**config.mk**
```make
export PLATFORM = sky130hd
export DESIGN_NAME = rgef_queue
export DESIGN_NICKNAME = d
export VERILOG_FILES = /design/src/sv/assert_macros.svh /design/src/sv/rgef_pkg.sv /design/src/sv/rgef_queue.sv
export SDC_FILE = /design/constraint.sdc
export NUM_CORES = 1
export LEC_CHECK = 0
export BUFFER_PORTS_ARGS = -buffer_cell sky130_fd_sc_hd__buf_2
export CAP_MARGIN = 20
export CORE_MARGIN = 5
export CORE_UTILIZATION = 57
export DETAILED_ROUTE_END_ITERATION = 10
export GPL_TIMING_DRIVEN = 0
export MAX_ROUTING_LAYER = met4
export PLACE_DENSITY = 0.85
export REMOVE_ABC_BUFFERS = 1
export SYNTH_ARGS = -nofsm -noshare
export SYNTH_HDL_FRONTEND = slang
export SYNTH_SLANG_ARGS = --single-unit
```
**constraint.sdc**
```tcl
create_clock -name clk -period 2.9 [get_ports clk]
set_clock_uncertainty 0.15 [all_clocks]
set_input_delay 0.29 -clock clk [delete_from_list [all_inputs] [get_ports clk]]
set_output_delay 0.29 -clock clk [all_outputs]
set_load 0.005 [all_outputs]
```
**src/sv/assert_macros.svh**
```systemverilog
// Assertion helpers, clocked on clk and held off while rst_n is low.
`ifndef ASSERT_MACROS_SVH
`define ASSERT_MACROS_SVH

// Property must hold at every enabled clock edge.
`define ASSERT_CLK(label, prop, msg) \
  label: assert property (@(posedge clk) disable iff (!rst_n) (prop)) else $error(msg);

// Condition must never be seen at an enabled clock edge.
`define ASSERT_NEVER(label, cond, msg) \
  label: assert property (@(posedge clk) disable iff (!rst_n) !(cond)) else $error(msg);

`endif

```
**src/sv/rgef_pkg.sv**
```systemverilog
`default_nettype none
package rgef_pkg;

  localparam int PIX_W     = 8;
  localparam int MODE_W    = 3;
  localparam int THR_W     = 8;
  localparam int IMG_W     = 11;
  localparam int CFG_W     = 11;
  localparam int CFG_IDX_W = 2;

  typedef logic [PIX_W-1:0]  pix_t;
  typedef logic [MODE_W-1:0] mode_t;

  // mode codes
  localparam mode_t MODE_COPY  = 3'd0;
  localparam mode_t MODE_RED   = 3'd1;
  localparam mode_t MODE_GREEN = 3'd2;
  localparam mode_t MODE_BLUE  = 3'd3;
  localparam mode_t MODE_LUMA  = 3'd4;
  localparam mode_t MODE_VEDGE = 3'd5;
  localparam mode_t MODE_HEDGE = 3'd6;

  // register indexes
  localparam logic [CFG_IDX_W-1:0] REG_MODE  = 2'd0;
  localparam logic [CFG_IDX_W-1:0] REG_THR   = 2'd1;
  localparam logic [CFG_IDX_W-1:0] REG_WIDTH = 2'd2;

  localparam mode_t              MODE_RST  = MODE_COPY;
  localparam logic [THR_W-1:0]   THR_RST   = 8'd25;
  localparam logic [IMG_W-1:0]   WIDTH_RST = 11'd640;

  // decoupling queue
  localparam int Q_DEPTH = 4;
  localparam int QP_W    = 2;
  localparam int QC_W    = 3;

  // per-channel luma weight tables, floor(v * coef / 10000)
  typedef pix_t lut_t [256];

  function automatic lut_t build_lut(input int unsigned coef);
    lut_t t;
    for (int i = 0; i < 256; i++) begin
      t[i] = PIX_W'((i * coef) / 10000);
    end
    return t;
  endfunction

  localparam lut_t RED_LUT   = build_lut(2126);
  localparam lut_t GREEN_LUT = build_lut(7152);
  localparam lut_t BLUE_LUT  = build_lut(722);

  // sum peaks at 254, so 8 bits hold it
  function automatic pix_t luma_of(input pix_t r, input pix_t g, input pix_t b);
    logic [PIX_W+1:0] s;
    s = (PIX_W+2)'(RED_LUT[r]) + (PIX_W+2)'(GREEN_LUT[g]) + (PIX_W+2)'(BLUE_LUT[b]);
    return s[PIX_W-1:0];
  endfunction

  // classified pixel handed from front to back
  typedef struct packed {
    pix_t red;
    pix_t green;
    pix_t blue;
    pix_t luma;
    pix_t nb_luma;   // left or upper neighbor luma
    logic no_nb;     // first column / first row: no neighbor
  } item_t;

endpackage
`default_nettype wire

```
**src/sv/rgef_queue.sv**
```systemverilog
`default_nettype none
module rgef_queue (
  input  wire logic            clk,
  input  wire logic            rst_n,
  input  wire logic            q_push,
  output logic                 q_full,
  input  wire rgef_pkg::item_t q_wdata,
  input  wire logic            q_pop,
  output logic                 q_empty,
  output rgef_pkg::item_t      q_head
);
  import rgef_pkg::*;

  item_t             mem_r [Q_DEPTH];
  logic [QP_W-1:0]   wr_ptr_r, rd_ptr_r;
  logic [QC_W-1:0]   count_r, count_nxt;
  logic              do_push, do_pop;

  assign q_full  = (count_r == QC_W'(Q_DEPTH));
  assign q_empty = (count_r == '0);
  assign do_push = q_push && !q_full;
  assign do_pop  = q_pop && !q_empty;
  assign q_head  = mem_r[rd_ptr_r];

  always_comb begin
    count_nxt = count_r;
    if (do_push && !do_pop) begin
      count_nxt = count_r + QC_W'(1);
    end else if (do_pop && !do_push) begin
      count_nxt = count_r - QC_W'(1);
    end
  end

  always_ff @(posedge clk) begin
    if (!rst_n) begin
      wr_ptr_r <= '0;
      rd_ptr_r <= '0;
      count_r  <= '0;
    end else begin
      count_r <= count_nxt;
      if (do_push) begin
        wr_ptr_r <= wr_ptr_r + QP_W'(1);
      end
      if (do_pop) begin
        rd_ptr_r <= rd_ptr_r + QP_W'(1);
      end
    end
  end

  always_ff @(posedge clk) begin
    if (do_push) begin
      mem_r[wr_ptr_r] <= q_wdata;
    end
  end

endmodule
`default_nettype wire

```
* Word-level counts from Yosys, hierarchy flattened
Memories as Yosys holds them, arrays and structs flattened. A register that Yosys moved wholly into a read port is not among the register bits. Index checks and enable logic that the tools add are counted.
Word-level totals: bits in registers 7, RAM bits 164, input bits 45, output and inout bits 43, logic and storage cells 25, memories 1
Memory list:
- mem_r | depth 4, bits a word 41, read ports 1, clocked after memory_dff 1, wr ports 1, RTL line rgef_queue.sv:14 | item_t mem_r [Q_DEPTH];
Cells by class: add/sub/neg operators 4, equality and inequality tests 1, mux-type cells 6, reductions and logical operators 10
Operator list (number):
- two-way mux 3 bit | 2
- adder 2 x 1 -> 2 bit (second input constant) | 2
- logical AND 1 bit | 4
- zero test 1 bit | 4
- two-way mux 2 bit | 2
- adder 3 x 1 -> 3 bit (second input constant) | 1
- equality test 3 bit (second input constant) | 1
- zero test 3 bit | 1
- subtractor 3 x 1 -> 3 bit (second input constant) | 1
- two-way mux 1 bit | 2
- nonzero test 2 bit | 1

* Longest topological paths before layout
depth in word-level cells 7, depth in mapped cells 9, depth with buffers taken out 8

* Worst setup path after synthesis
No wires, ideal clock.
path kind flip-flop to flip-flop, from reg count_r[0], to mem mem_r[0][0] (netlist bit) (enable), setup time 0.402 ns, data arrival time 1.810 ns, required time 2.348 ns, slack 0.537 ns, stages on the path, launching flop included 5, buffers on the path 1, period minus slack after synthesis 2.363 ns, path through dfxtp_1 > nor3b_2 > nor2b_1 > buf_6 > and2_1
On the way: longest elaborated chain between the ends 5
Ends and longest elaborated chain:
- start, declared | RTL line rgef_queue.sv:16 | logic [QC_W-1:0] count_r, count_nxt;
- start signal, assigned | RTL line rgef_queue.sv:40 | count_r <= count_nxt;
- equality test 3 bit | RTL line rgef_queue.sv:19 | assign q_full = (count_r == QC_W'(Q_DEPTH));
- via q_full | RTL line rgef_queue.sv:6 | output logic q_full,
- zero test 1 bit | RTL line rgef_queue.sv:21 | assign do_push = q_push && !q_full;
- logical AND 1 bit | RTL line rgef_queue.sv:21
- via do_push | RTL line rgef_queue.sv:17 | logic do_push, do_pop;
- two-way mux 1 bit | RTL line rgef_queue.sv:51 | if (do_push) begin
- two-way mux 1 bit (implied by the code) | RTL line rgef_queue.sv:52 | mem_r[wr_ptr_r] <= q_wdata;
- end, declared | RTL line rgef_queue.sv:14
The timed path passes the listed nets, and every way through them passes these cells.

* Worst setup path after layout
from reg count_r[0], to reg count_r[2]
On the way: longest elaborated chain between the ends 6, elaborated cells between the ends (all ways) 15, those cells by class add/sub: 2; eq/ne: 1; mux: 2; reduce/logical: 10
Ends and longest elaborated chain:
- parallel branches: the longest is 6 deep, another holds subtractor 3 x 1 -> 3 bit
Parallel ways; which one is timed is not known. The select of a mux whose other input is x is not followed. A chain may end at the register's enable or synchronous reset.

==> results.sh <==
export IMPL_outcome="finished clean"
export IMPL_crit_fanout=7
export IMPL_synth_area_leaders="edfxtp_1 76%, mux4_2 14%, dfxtp_1 2.8%, buf_12 1.2%, ha_1 0.97%"
export IMPL_endpoint="count_r[2]"
export IMPL_clk_pin_slew_worst_paths_ns=0.06
export IMPL_die_area_um2=13550
export IMPL_fin_crit_ns=2.711
export IMPL_utilization=0.7297
export IMPL_drive_gt1_frac=0.4063
export IMPL_p_sw_frac=0.2517
export IMPL_power_density_nw_per_um2=834.8
export IMPL_cts_buffers=17
export IMPL_avgSynthCellArea_um2=24.55
export IMPL_finalHoldViolations=0
export IMPL_cts_tree="done"
export IMPL_start_util=0.5878
export IMPL_grt_pass1_vias=3236
export IMPL_clock_sinks=173
export IMPL_ff2ff_setup_slack_ns=0.19
export IMPL_vias=3047
export IMPL_fp_coreArea_um2=10980
export IMPL_setup_violations=0
export IMPL_cts_hold_buffers=41
export IMPL_wirelength_um=11160
export IMPL_ys_seq_area_frac=0.7907
export IMPL_startpoint="count_r[0]"
export IMPL_max_cap_viol_count=0
export IMPL_tightest_slew_ns=0.8329
export IMPL_grt_overflow_total=0
export IMPL_synth_seq_cells=173
export IMPL_n_fill_cell=633
export IMPL_yosys_area_top_type_share=0.7628
export IMPL_dp_cells=483
export IMPL_pwr_share_comb=0.193
export IMPL_cts_buffer_depth=2
export IMPL_p_seq_frac=0.493
export IMPL_routabilityCongestion=0.7120
export IMPL_fin_ws_ns=0.1891
export IMPL_rr_endpoint="count_r[2]"
export IMPL_reg2reg_from="count_r[0]"
export IMPL_htree_levels=4
export IMPL_criticalPathCategory="reg2reg"
export IMPL_final_max_slew_viol_count=0
export IMPL_synthCells=263
export IMPL_post_cts_buffers=0
export IMPL_hold_slack_ns=0.05034
export IMPL_start_kind="flop"
export IMPL_die_w_um=116.4
export IMPL_p_int_mw=5.006
export IMPL_critical_path_arrival_ns=2.89
export IMPL_dr_pass1_iters=5
export IMPL_max_vdd_ir_drop_mv=0.7768
export IMPL_finalCritPeriodShare=0.9348
export IMPL_final_common_cell="edfxtp_1"
export IMPL_grt_pass1_wl_um=17330
export IMPL_io_buffers=87
export IMPL_ys_types=25
export IMPL_vias_per_cell=5.480
export IMPL_worstPathRequired_ns=3.08
export IMPL_antenna_found_initial=0
export IMPL_synth_warnings=0
export IMPL_critical_path_max_stage_delay_ns=0.51
export IMPL_hold_class="in2reg"
export IMPL_reg2reg_depth=8
export IMPL_yosys_area_top_type="edfxtp_1"
export IMPL_total_power_mw=6.690
export IMPL_crit_path_end_kind="flop"
export IMPL_rsz0062_at_grt="false"
export IMPL_grt_util_all_layers=0.1831
export IMPL_drc=0
export IMPL_wl_per_cell_um=20.07
export IMPL_syn_cell_area_um2=6456
export IMPL_cts_resized=0
export IMPL_place_ws_ns=0.2068
export IMPL_hp_start="rst_n"
export IMPL_worstSkewPairLatency_ns=0.41
export IMPL_cpMaxStageDelayCell="dfxtp_1"
export IMPL_drtAntennaViolNets=0
export IMPL_path_cells="nor3b_2, nor2b_1, ha_1, inv_1, fa_1, xor2_1, or3_1, a21boi_0"
export IMPL_fin_nets=454
export IMPL_pwr_share_clk=0.314
export IMPL_drtIter0Drc=192
export IMPL_diodes=0
export IMPL_cts_root_buf="clkbuf_16"
export IMPL_dp_hpwl_um=6780
export IMPL_relSlewSlack=0.4447
export IMPL_syn_to_final_growth_pct=24.13
export IMPL_final_cells=556
export IMPL_grt_max_degree=42
export IMPL_switching_power_mw=1.684
export IMPL_most_common_layout_cells="164 x edfxtp_1, 87 x buf_2, 41 x dlygate4sd3_1"
export IMPL_row_count=38
export IMPL_die_y_um=116.4
export IMPL_num_io_pins=88
export IMPL_max_freq_mhz=368.9
export IMPL_leakagePower_nw=2.746
[per-layer routing]
metal,GRT usage,vias up,wire (um)
met2,0.2921,105,5813
met4,0.07193,0,130
met3,0.04404,12,725
li1,-,1376,-
met5,-,-,0
met1,0.2296,1554,4488
[power groups by stage]
stage	clock network, mW	logic (mW)	registers, mW
final	2.10	1.29	3.30
after global routing	2.25	1.40	3.36
after detailed placement	0	1.27	3.37
after floorplan	0	0.765	3.29
after global placement	0	1.21	3.37
after CTS	2.14	1.32	3.32
[synthesized netlist by cell type]
cell type,count
a21boi_0,1
and2_1,8
buf_1,1
buf_12,4
buf_2,4
buf_6,2
clkbuf_1,1
dfxtp_1,9
edfxtp_1,164
fa_1,1
ha_1,5
inv_1,3
mux2i_1,3
mux4_1,1
mux4_2,40
nand2_1,4
nor2b_1,2
nor3_1,1
nor3b_2,1
o21ai_0,1
o311ai_1,1
o31ai_2,1
or3_1,1
xnor2_1,3
xor2_1,1
[worst max-delay path: cells and delay by family, from the launching register on]
kind            cells  cell delay (ns)
compound gates      1             0.20
xor+xnor            1             0.18
buf+inv             1             0.06
simple gates        3             0.88
fa+ha+maj           2             0.66
flops               1             0.51
[registers in the layout (all words and copies together) (netlist names), named ones only]
register and cells:
rd_ptr_r 2, count_r 3, mem_r 164, wr_ptr_r 2
[worst min-delay path by stage]
stage,to,cells past startpoint
after floorplan,mem_r[0][0],0
after global placement,wr_ptr_r[0],2
after detailed placement,wr_ptr_r[0],2
after CTS,count_r[1],2
after global routing,count_r[2],2
final,count_r[1],2
[cells by family (layout without fill, tap and decap cells)]
| logic type | Yosys count | after routing | share of synthesized area |
|---|---|---|---|
| DFF | 173 | 173 | 0.7907 |
| muxes | 44 | 44 | 0.1483 |
| and+or+nand+nor | 17 | 17 | 0.01570 |
| buffers and inverters | 15 | 168 | 0.02190 |
| adders and majority gates | 6 | 6 | 0.01279 |
| AOI/OAI and AO/OA | 4 | 4 | 0.005232 |
| xor gates and xnor gates | 4 | 4 | 0.005427 |
[layout make-up]
cell class / instances / area [um2] / area share
Clock buffer: 18 / 429.2 / 0.05355
Sequential cell: 173 / 5110 / 0.6376
Clock inverter: 14 / 120.1 / 0.01499
Timing Repair Buffer: 133 / 953.4 / 0.1190
Inverter: 3 / 11.26 / 0.001405
Multi-Input combinational cell: 75 / 1215 / 0.1516
Tap cell: 140 / 175.2 / 0.02186
[through the flow]
| stage | cell area [um2] | TNS, ns |
|---|---|---|
| after floorplan | 6326 | -0.04728 |
| after global placement | 6937 | -88.64 |
| after detailed placement | 7054 | 0 |
| after CTS | 8014 | 0 |
| after global routing | 8014 | 0 |
| final | 8014 | 0 |
Note: power is estimated with default switching activity, not from simulation.
